$ cat config.mk
export PLATFORM = sky130hd
export DESIGN_NAME = inverse_time_overload_trip_top
export DESIGN_NICKNAME = d
export VERILOG_FILES = /design/src/design/itot_pkg.sv /design/src/design/itot_div.sv /design/src/design/inverse_time_overload_trip_top.sv
export SDC_FILE = /design/constraint.sdc
export NUM_CORES = 2
export LEC_CHECK = 0
export BUFFER_PORTS_ARGS = -buffer_cell sky130_fd_sc_hd__buf_2
export CELL_PAD_IN_SITES_DETAIL_PLACEMENT = 1
export CELL_PAD_IN_SITES_GLOBAL_PLACEMENT = 1
export CORE_MARGIN = 2
export CORE_UTILIZATION = 55
export CTS_CLUSTER_SIZE = 24
export DETAILED_ROUTE_END_ITERATION = 6
export PLACE_DENSITY = 0.95
export SYNTH_ARGS = -nofsm -noshare
export SYNTH_HDL_FRONTEND = slang
export SYNTH_SLANG_ARGS = --single-unit
$ cat constraint.sdc
create_clock -name clk -period 13.3 [get_ports clk]
set_input_delay 1.33 -clock clk [delete_from_list [all_inputs] [get_ports clk]]
set_output_delay 1.33 -clock clk [all_outputs]
set_load 0.02 [all_outputs]
$ cat src/design/itot_pkg.sv
`timescale 1ns / 1ps
`default_nettype none

package itot_pkg;

  // Field and datapath widths.
  localparam int SAMPLE_W  = 16;
  localparam int CYCLES_W  = 16;
  localparam int COUNT_W   = 15;
  localparam int DIFF_W    = 17;
  localparam int PROD_W    = 2 * DIFF_W;
  localparam int MAG_W     = 32;
  localparam int DEN_W     = 16;
  localparam int QUO_W     = MAG_W + 1;
  localparam int DELAY_W   = PROD_W;
  localparam int DIV_CNT_W = $clog2(MAG_W);
  localparam int CFG_IDX_W = 3;

  localparam logic [COUNT_W-1:0] COUNT_CEILING = COUNT_W'(32000);

  // Configuration register indexes.
  localparam logic [CFG_IDX_W-1:0] CFG_MIN_TRIP  = CFG_IDX_W'(0);
  localparam logic [CFG_IDX_W-1:0] CFG_MAX_TRIP  = CFG_IDX_W'(1);
  localparam logic [CFG_IDX_W-1:0] CFG_RELEASE   = CFG_IDX_W'(2);
  localparam logic [CFG_IDX_W-1:0] CFG_PICKUP    = CFG_IDX_W'(3);
  localparam logic [CFG_IDX_W-1:0] CFG_FULL      = CFG_IDX_W'(4);

  // Operation codes.
  localparam logic OP_EVAL  = 1'b0;
  localparam logic OP_CLEAR = 1'b1;

  typedef struct packed {
    logic                        operation;
    logic signed [SAMPLE_W-1:0]  sample;
  } in_item_t;

  typedef struct packed {
    logic trip;
    logic picked_up;
  } out_item_t;

  typedef struct packed {
    logic             start;
    logic [MAG_W-1:0] dividend;
    logic [DEN_W-1:0] divisor;
  } div_req_t;

  typedef struct packed {
    logic             done;
    logic [MAG_W-1:0] quotient;
  } div_rsp_t;

  typedef enum logic [2:0] {
    ST_IDLE,
    ST_MUL,
    ST_DSTART,
    ST_DIV,
    ST_CLAMP,
    ST_FINISH
  } state_t;

endpackage

`default_nettype wire

$ cat src/design/itot_div.sv
`timescale 1ns / 1ps
`default_nettype none

// Restoring divider, one quotient bit per cycle.
module itot_div (
  input  wire logic             clk,
  input  wire logic             rst_n,
  input  wire itot_pkg::div_req_t req,
  output itot_pkg::div_rsp_t    rsp
);

  logic                               busy_r, busy_nxt;
  logic                               done_r, done_nxt;
  logic [itot_pkg::DIV_CNT_W-1:0]     cnt_r, cnt_nxt;
  logic [itot_pkg::MAG_W-1:0]         quo_r, quo_nxt;
  logic [itot_pkg::DEN_W-1:0]         rem_r, rem_nxt;
  logic [itot_pkg::DEN_W-1:0]         den_r, den_nxt;
  logic [itot_pkg::DEN_W:0]           rem_sh;
  logic [itot_pkg::DEN_W:0]           rem_sub;
  logic                               ge;

  assign rem_sh  = {rem_r, quo_r[itot_pkg::MAG_W-1]};
  assign rem_sub = rem_sh - {1'b0, den_r};
  assign ge      = (rem_sh >= {1'b0, den_r});

  always_comb begin
    busy_nxt = busy_r;
    done_nxt = 1'b0;
    cnt_nxt  = cnt_r;
    quo_nxt  = quo_r;
    rem_nxt  = rem_r;
    den_nxt  = den_r;
    if (req.start) begin
      busy_nxt = 1'b1;
      cnt_nxt  = '0;
      quo_nxt  = req.dividend;
      rem_nxt  = '0;
      den_nxt  = req.divisor;
    end else if (busy_r) begin
      quo_nxt = {quo_r[itot_pkg::MAG_W-2:0], ge};
      rem_nxt = ge ? rem_sub[itot_pkg::DEN_W-1:0] : rem_sh[itot_pkg::DEN_W-1:0];
      cnt_nxt = cnt_r + itot_pkg::DIV_CNT_W'(1);
      if (cnt_r == itot_pkg::DIV_CNT_W'(itot_pkg::MAG_W - 1)) begin
        busy_nxt = 1'b0;
        done_nxt = 1'b1;
      end
    end
  end

  always_ff @(posedge clk) begin
    if (!rst_n) begin
      busy_r <= 1'b0;
      done_r <= 1'b0;
      cnt_r  <= '0;
    end else begin
      busy_r <= busy_nxt;
      done_r <= done_nxt;
      cnt_r  <= cnt_nxt;
    end
  end

  always_ff @(posedge clk) begin
    quo_r <= quo_nxt;
    rem_r <= rem_nxt;
    den_r <= den_nxt;
  end

  assign rsp.done     = done_r;
  assign rsp.quotient = quo_r;

endmodule

`default_nettype wire

$ cat src/design/inverse_time_overload_trip_top.sv
`timescale 1ns / 1ps
`default_nettype none

// A clear item or a sample at or below pickup goes from acceptance straight to the finish
// state; a sample above pickup passes through multiply, setup, 32 divider steps, clamp and
// finish, the divide being done by the one-bit-per-cycle divider.
// No new item is taken before the last one is through; in_ready is high only while the sequencer idles.
// A finished result waits in the output register while the next item is already taken.
// Reset (rst_n low at a clock edge) zeroes all configuration registers and protection state.
module inverse_time_overload_trip_top (
  input  wire logic                              clk,
  input  wire logic                              rst_n,
  input  wire logic                              in_valid,
  output logic                                   in_ready,
  input  wire itot_pkg::in_item_t                in_data,
  output logic                                   out_valid,
  input  wire logic                              out_ready,
  output itot_pkg::out_item_t                    out_data,
  input  wire logic                              cfg_valid,
  output logic                                   cfg_ready,
  input  wire logic [itot_pkg::CFG_IDX_W-1:0]    cfg_index,
  input  wire logic [itot_pkg::CYCLES_W-1:0]     cfg_data
);

  // Configuration registers.
  logic [itot_pkg::CYCLES_W-1:0]        min_trip_r;
  logic [itot_pkg::CYCLES_W-1:0]        max_trip_r;
  logic [itot_pkg::CYCLES_W-1:0]        release_cycles_r;
  logic signed [itot_pkg::SAMPLE_W-1:0] pickup_level_r;
  logic signed [itot_pkg::SAMPLE_W-1:0] full_level_r;

  // Protection state.
  logic [itot_pkg::COUNT_W-1:0]         operate_count_r;
  logic [itot_pkg::CYCLES_W-1:0]        release_count_r;
  logic                                 pickup_flag_r;
  logic                                 trip_flag_r;

  // Sequencer and item working registers.
  itot_pkg::state_t                     state_r, state_nxt;
  logic                                 op_r;
  logic                                 hit_r;
  logic signed [itot_pkg::SAMPLE_W-1:0] sample_r;
  logic signed [itot_pkg::PROD_W-1:0]   prod_r;
  logic                                 den_neg_r;
  logic [itot_pkg::DEN_W-1:0]           den_mag_r;
  logic                                 q_neg_r;
  logic signed [itot_pkg::QUO_W-1:0]    q_r;
  logic [itot_pkg::CYCLES_W-1:0]        delay_r;
  logic                                 out_valid_r;
  itot_pkg::out_item_t                  out_data_r;

  // Sequencer strobes.
  logic accept, do_mul, do_dstart, ld_q, ld_delay, commit;

  itot_pkg::div_req_t div_req;
  itot_pkg::div_rsp_t div_rsp;

  // Datapath signals.
  logic                                 in_hit;
  logic signed [itot_pkg::DIFF_W-1:0]   diff_hl;
  logic signed [itot_pkg::DIFF_W-1:0]   diff_fs;
  logic signed [itot_pkg::DIFF_W-1:0]   den;
  logic signed [itot_pkg::PROD_W-1:0]   prod;
  logic [itot_pkg::PROD_W-1:0]          prod_neg;
  logic [itot_pkg::DIFF_W-1:0]          den_neg_val;
  logic signed [itot_pkg::DELAY_W-1:0]  lo_ext;
  logic signed [itot_pkg::DELAY_W-1:0]  hi_ext;
  logic signed [itot_pkg::DELAY_W-1:0]  dly_raw;
  logic signed [itot_pkg::DELAY_W-1:0]  dly_lo;
  logic signed [itot_pkg::DELAY_W-1:0]  dly_clamped;
  logic [itot_pkg::MAG_W:0]             quo_ext;
  logic [itot_pkg::COUNT_W-1:0]         op_cnt_inc;
  logic [itot_pkg::CYCLES_W-1:0]        rel_dec;

  // Configuration writes are always taken; the host must write only while the block is idle (not enforced).
  assign cfg_ready = 1'b1;

  always_ff @(posedge clk) begin
    if (!rst_n) begin
      min_trip_r       <= '0;
      max_trip_r       <= '0;
      release_cycles_r <= '0;
      pickup_level_r   <= '0;
      full_level_r     <= '0;
    end else if (cfg_valid) begin
      case (cfg_index)
        itot_pkg::CFG_MIN_TRIP: min_trip_r       <= cfg_data;
        itot_pkg::CFG_MAX_TRIP: max_trip_r       <= cfg_data;
        itot_pkg::CFG_RELEASE:  release_cycles_r <= cfg_data;
        itot_pkg::CFG_PICKUP:   pickup_level_r   <= $signed(cfg_data);
        itot_pkg::CFG_FULL:     full_level_r     <= $signed(cfg_data);
        default: begin
        end
      endcase
    end
  end

  // A sample strictly above pickup starts the timing path.
  assign in_hit = (in_data.sample > pickup_level_r);

  // Multiply stage: (max - min) * (full - sample), and the divisor full - pickup.
  assign diff_hl = $signed({1'b0, max_trip_r}) - $signed({1'b0, min_trip_r});
  assign diff_fs = $signed({full_level_r[itot_pkg::SAMPLE_W-1], full_level_r})
                 - $signed({sample_r[itot_pkg::SAMPLE_W-1], sample_r});
  assign den     = $signed({full_level_r[itot_pkg::SAMPLE_W-1], full_level_r})
                 - $signed({pickup_level_r[itot_pkg::SAMPLE_W-1], pickup_level_r});
  assign prod    = diff_hl * diff_fs;
  assign den_neg_val = -den;

  // The divider works on magnitudes; the sign is put back on the quotient.
  assign prod_neg = -prod_r;
  assign div_req.start    = do_dstart;
  assign div_req.dividend = prod_r[itot_pkg::PROD_W-1] ? prod_neg[itot_pkg::MAG_W-1:0]
                                                       : prod_r[itot_pkg::MAG_W-1:0];
  assign div_req.divisor  = den_mag_r;

  itot_div u_div (
    .clk   (clk),
    .rst_n (rst_n),
    .req   (div_req),
    .rsp   (div_rsp)
  );

  assign quo_ext = {1'b0, div_rsp.quotient};

  // Delay is min plus the signed quotient, raised to min and then lowered to max.
  // Because the max clamp comes last, an inverted pair of limits yields max.
  assign lo_ext  = $signed({{(itot_pkg::DELAY_W - itot_pkg::CYCLES_W){1'b0}}, min_trip_r});
  assign hi_ext  = $signed({{(itot_pkg::DELAY_W - itot_pkg::CYCLES_W){1'b0}}, max_trip_r});
  assign dly_raw = lo_ext + $signed({q_r[itot_pkg::QUO_W-1], q_r});
  assign dly_lo  = (dly_raw < lo_ext) ? lo_ext : dly_raw;
  assign dly_clamped = (dly_lo > hi_ext) ? hi_ext : dly_lo;

  assign op_cnt_inc = (operate_count_r < itot_pkg::COUNT_CEILING)
                    ? operate_count_r + itot_pkg::COUNT_W'(1) : itot_pkg::COUNT_CEILING;
  assign rel_dec    = (release_count_r == '0) ? '0
                                              : release_count_r - itot_pkg::CYCLES_W'(1);

  // Sequencer: next state and strobes.
  always_comb begin
    state_nxt = state_r;
    in_ready  = 1'b0;
    accept    = 1'b0;
    do_mul    = 1'b0;
    do_dstart = 1'b0;
    ld_q      = 1'b0;
    ld_delay  = 1'b0;
    commit    = 1'b0;
    case (state_r)
      itot_pkg::ST_IDLE: begin
        in_ready = 1'b1;
        if (in_valid) begin
          accept = 1'b1;
          if (in_data.operation == itot_pkg::OP_EVAL && in_hit) begin
            state_nxt = itot_pkg::ST_MUL;
          end else begin
            state_nxt = itot_pkg::ST_FINISH;
          end
        end
      end
      itot_pkg::ST_MUL: begin
        do_mul    = 1'b1;
        state_nxt = itot_pkg::ST_DSTART;
      end
      itot_pkg::ST_DSTART: begin
        do_dstart = 1'b1;
        state_nxt = itot_pkg::ST_DIV;
      end
      itot_pkg::ST_DIV: begin
        if (div_rsp.done) begin
          ld_q      = 1'b1;
          state_nxt = itot_pkg::ST_CLAMP;
        end
      end
      itot_pkg::ST_CLAMP: begin
        ld_delay  = 1'b1;
        state_nxt = itot_pkg::ST_FINISH;
      end
      itot_pkg::ST_FINISH: begin
        // Wait here only if the previous result has not been taken yet.
        if (!out_valid_r || out_ready) begin
          commit    = 1'b1;
          state_nxt = itot_pkg::ST_IDLE;
        end
      end
      default: begin
        state_nxt = itot_pkg::ST_IDLE;
      end
    endcase
  end

  always_ff @(posedge clk) begin
    if (!rst_n) begin
      state_r <= itot_pkg::ST_IDLE;
    end else begin
      state_r <= state_nxt;
    end
  end

  // Item working registers; no reset needed.
  always_ff @(posedge clk) begin
    if (accept) begin
      op_r     <= in_data.operation;
      hit_r    <= in_hit;
      sample_r <= in_data.sample;
    end
    if (do_mul) begin
      prod_r    <= prod;
      den_neg_r <= den[itot_pkg::DIFF_W-1];
      if (den == '0) begin
        den_mag_r <= itot_pkg::DEN_W'(1);
      end else if (den[itot_pkg::DIFF_W-1]) begin
        den_mag_r <= den_neg_val[itot_pkg::DEN_W-1:0];
      end else begin
        den_mag_r <= den[itot_pkg::DEN_W-1:0];
      end
    end
    if (do_dstart) begin
      q_neg_r <= prod_r[itot_pkg::PROD_W-1] ^ den_neg_r;
    end
    if (ld_q) begin
      q_r <= q_neg_r ? -$signed(quo_ext) : $signed(quo_ext);
    end
    if (ld_delay) begin
      delay_r <= dly_clamped[itot_pkg::CYCLES_W-1:0];
    end
  end

  // Protection state update and the result register, both at commit; the valid flag drops once the result is taken.
  always_ff @(posedge clk) begin
    if (!rst_n) begin
      operate_count_r <= '0;
      release_count_r <= '0;
      pickup_flag_r   <= 1'b0;
      trip_flag_r     <= 1'b0;
      out_valid_r     <= 1'b0;
    end else begin
      if (out_valid_r && out_ready && !commit) begin
        out_valid_r <= 1'b0;
      end
      if (commit) begin
        out_valid_r <= 1'b1;
        if (op_r == itot_pkg::OP_CLEAR) begin
          operate_count_r <= '0;
          release_count_r <= '0;
          pickup_flag_r   <= 1'b0;
          trip_flag_r     <= 1'b0;
        end else if (hit_r) begin
          operate_count_r <= op_cnt_inc;
          release_count_r <= release_cycles_r;
          pickup_flag_r   <= 1'b1;
          if ({1'b0, op_cnt_inc} > delay_r) begin
            trip_flag_r <= 1'b1;
          end
        end else begin
          release_count_r <= rel_dec;
          if (rel_dec == '0) begin
            operate_count_r <= '0;
            pickup_flag_r   <= 1'b0;
            trip_flag_r     <= 1'b0;
          end
        end
      end
    end
  end

  // The result mirrors the state just committed.
  always_comb begin
    out_data_r.trip      = trip_flag_r;
    out_data_r.picked_up = pickup_flag_r;
  end

  assign out_valid = out_valid_r;
  assign out_data  = out_data_r;

  // A latched trip always comes with pickup held.
  assert property (@(posedge clk) disable iff (!rst_n) trip_flag_r |-> pickup_flag_r)
    else $error("trip latched without pickup");

  // The operate counter never passes its ceiling.
  assert property (@(posedge clk) disable iff (!rst_n)
                   operate_count_r <= itot_pkg::COUNT_CEILING)
    else $error("operate counter above ceiling");

  // The divider only reports completion while the sequencer waits for it.
  assert property (@(posedge clk) disable iff (!rst_n)
                   div_rsp.done |-> (state_r == itot_pkg::ST_DIV))
    else $error("divider done outside divide state");

  // After an item is taken the block is not ready in the following cycle.
  assert property (@(posedge clk) disable iff (!rst_n) (in_valid && in_ready) |=> !in_ready)
    else $error("input taken while previous item in flight");

endmodule

`default_nettype wire
==> key figures <==
CTS
  – Clock Latency Late Sink: 0.60 ns
  – H-tree depth: 2
  – Cts repair resizes: 0
  – Max Buffers Root-to-Sink: 3
  – CTS clk-pin slew, worst paths: 0.07 ns
  – Setup Buffers After CTS: 0
  – TritonCTS clock tree: built
  – Total CTS buffers: 37
  – CTS root buf: clkbuf_16
  – CTS Hold Bufs: 0
  – Clk sinks: 306

Placed design
  – Port Buffers: 44
  – Gpl congestion: 0.974
  – Placed cell areas: 31,000 um2
  – Post-DP HPWL: 79,700 um

Die
  – Die H: 238 um
  – Die ar.: 56,400 um2
  – Top Ports: 46
  – Core Area: 53,900 um2
  – Std cell rows: 85
  – Die Wd: 238 um
  – Initial Util: 55.6%

Yosys
  – Post-Syn Area: 30,000 um2
  – Post-synthesis xor/xnor area fraction: 6.16%
  – Post-Synth Adder-Cell Area: 29.9%
  – Asr flop ratio synth: 0%
  – Post-synthesis mux area share: 1.95%
  – Syn_area_per_cell: 9.08 um2
  – Mapped Cells: 3,304
  – Post-synthesis cell type count: 74
  – Warnings from Yosys: 0
  – Mapped Nets: 3,881
  – Post-synthesis compound-gate area fraction: 12.6%
  – Post-synth top flop: edfxtp_1
  – Part of the Yosys area used for sequential elements: 26.0%
  – #FFs+latches synth: 306
  – EDFF count, synth: 166
  – Main combinational cell family by area after synthesis: adder cells
  – Synth Area in Simple Gates: 16.2%

Status
  – Status: finished clean

Worst setup path
  – Crit path arrival time: 10.69 ns
  – Cell mode on critical path: fa_1
  – Req. time, crit path: 13.64 ns
  – Slowest stage cell, crit path: a2111oi_0
  – CP endpoint kind: register
  – Setup CP Type: reg -> reg
  – Worst Setup Start Kind: register
  – CP Max Fanout: 11
  – CP max stage delay: 0.95 ns

Global route
  – Initial antenna violation count: 1
  – Grt ovf: 0
  – Largest net degree at the start of global routing: 120
  – First-pass GRT wire length: 172,000 um
  – Vias in the first global route: 29,300
  – All-Layer GR Usage: 39.9%

Route
  – Initial DRC Count: 2,636
  – Residual DRC count: 0
  – Via count: 26,100
  – Post-route ant nets: 0
  – Post-Route WL: 111,000 um
  – WL/cell: 27.6 um
  – Pre-antenna DRT Iters: 7
  – Vias/cell: 6.48

Layout
  – Most frequent cells in the layout: inv_1 (463), nand2_1 (444), fa_1 (301), nor2_1 (248), ha_1 (235)
  – Share of layout cells above drive strength 1: 6.65%
  – Nets: 3,889
  – Reg area: 7790 um2
  – Most common cell after layout, fill and taps aside: inv_1
  – Design area: 32,200 um2
  – Layout area overhead: 7.40%
  – Combined area of the multi-input logic cells: 20,000 um2
  – Fin util: 59.7%
  – Antenna cell count: 0
  – # fillers: 6,117

STA
  – Tcrit/Tclk final: 77.8%
  – Final Max Slew Viols: 0
  – Slew margin rel.: 7.66%
  – Final Skew: 0.0275 ns
  – Final setup vio count: 0
  – RSZ-0062 raised after global routing: false
  – Fmax: 96.6 MHz
  – Fin crit period: 10.35 ns
  – Setup TNS Final: 0 ns
  – Endpoints failing hold: 0
  – Worst-Margin Slew: 1.38 ns

Flow run
  – Max-cap viol count: 0

Min path
  – HP Class: reg -> reg
## final timing paths
kind                                       from             end  slack (ns)  cells past startpoint
worst max-delay path            full_level_r[0]      prod_r[31]        2.95                     32
worst min-delay path               den_mag_r[0]  u_div.den_r[0]        0.43                      0
worst max register to register  full_level_r[0]      prod_r[31]        2.95                     32
worst min register to register     den_mag_r[0]  u_div.den_r[0]        0.43                      0
## state kept, by name, indices dropped and copies added (netlist names), 16 cells and up
| name | flops |
|---|---|
| u_div.den_r | 16 |
| q_r | 33 |
| min_trip_r | 16 |
| release_count_r | 16 |
| prod_r | 33 |
| sample_r | 16 |
| full_level_r | 16 |
| u_div.rem_r | 16 |
| delay_r | 16 |
| pickup_level_r | 16 |
| u_div.quo_r | 32 |
| max_trip_r | 16 |
| den_mag_r | 16 |
| release_cycles_r | 16 |
## worst max-delay path, delay by kind of cell (launching register included)
| family | cells | cell delay (ns) |
|---|---|---|
| flip-flops | 1 | 0.33 |
| AO/OA/AOI/OAI | 10 | 3.49 |
| AND/OR/NAND/NOR | 7 | 0.99 |
| XOR/XNOR | 2 | 1.02 |
| buffers and inverters | 4 | 0.31 |
| adder cells (fa/ha/maj) | 9 | 3.96 |
## Yosys cell counts (6+ instances only)
cell type	number	share of area (%)
a21oi_1	108	1.8
a221oi_1	7	0.20
and3_1	16	0.33
or3_1	25	0.52
a211oi_1	16	0.40
edfxtp_1	166	17
nand4_1	23	0.48
nand2b_1	41	0.86
inv_1	463	5.8
mux2_2	35	1.3
a311oi_1	6	0.18
o211ai_1	11	0.28
o21a_1	29	0.73
fa_1	301	20
mux2i_1	19	0.63
o2111ai_1	6	0.18
nor3_1	39	0.65
dfxtp_1	140	9.3
a21boi_0	103	2.6
or4_1	22	0.55
nand3_1	41	0.68
or2_2	21	0.44
nand3b_1	8	0.20
nand2_1	444	5.6
ha_1	235	9.8
nor4_1	13	0.27
clkbuf_1	104	1.3
nor3b_1	7	0.18
a21o_1	26	0.65
nor2b_1	47	0.98
and2_1	30	0.63
a31oi_1	12	0.25
xor2_1	84	2.5
o31ai_1	24	0.60
a22oi_1	12	0.30
a211o_1	6	0.18
o21ai_0	139	2.3
o21bai_1	11	0.28
xnor2_1	127	3.7
o41ai_1	11	0.32
nor2_1	248	3.1
## cell families after synthesis
| kind of cell | count (synthesis) |
|---|---|
| simple gates | 1047 |
| fa+ha+maj | 536 |
| xor+xnor | 211 |
| mux | 54 |
| buf+inv | 578 |
| flops | 306 |
| other cells | 1 |
| compound gates | 571 |
## metal layers
layer	track usage, %	wire, um
met1	45.5	39200
met2	67.2	53700
met3	8.41	9400
met4	27.8	9060
met5	0	15
## through the flow
step | std cells | hold slack, ns | setup WS, ns
floorplan | 3304 | 0.400 | 4.77
global placement | 3969 | 0.404 | 3.98
detailed placement | 3969 | 0.414 | 3.40
CTS | 4036 | 0.428 | 3.27
global route | 4036 | 0.438 | 2.66
finish | 4036 | 0.426 | 2.95
## final cells by class
cell class,count,area share (%)
inverters,463,5.39
clock inverters,21,0.691
well taps,696,2.70
clock buffers,46,3.20
repair buffers,84,1.62
flip-flops and latches,306,24.2
multi-input cells,2420,62.2
Power is not shown: default switching activity piles up to over one toggle a cycle in this logic, so the estimate is an artifact.
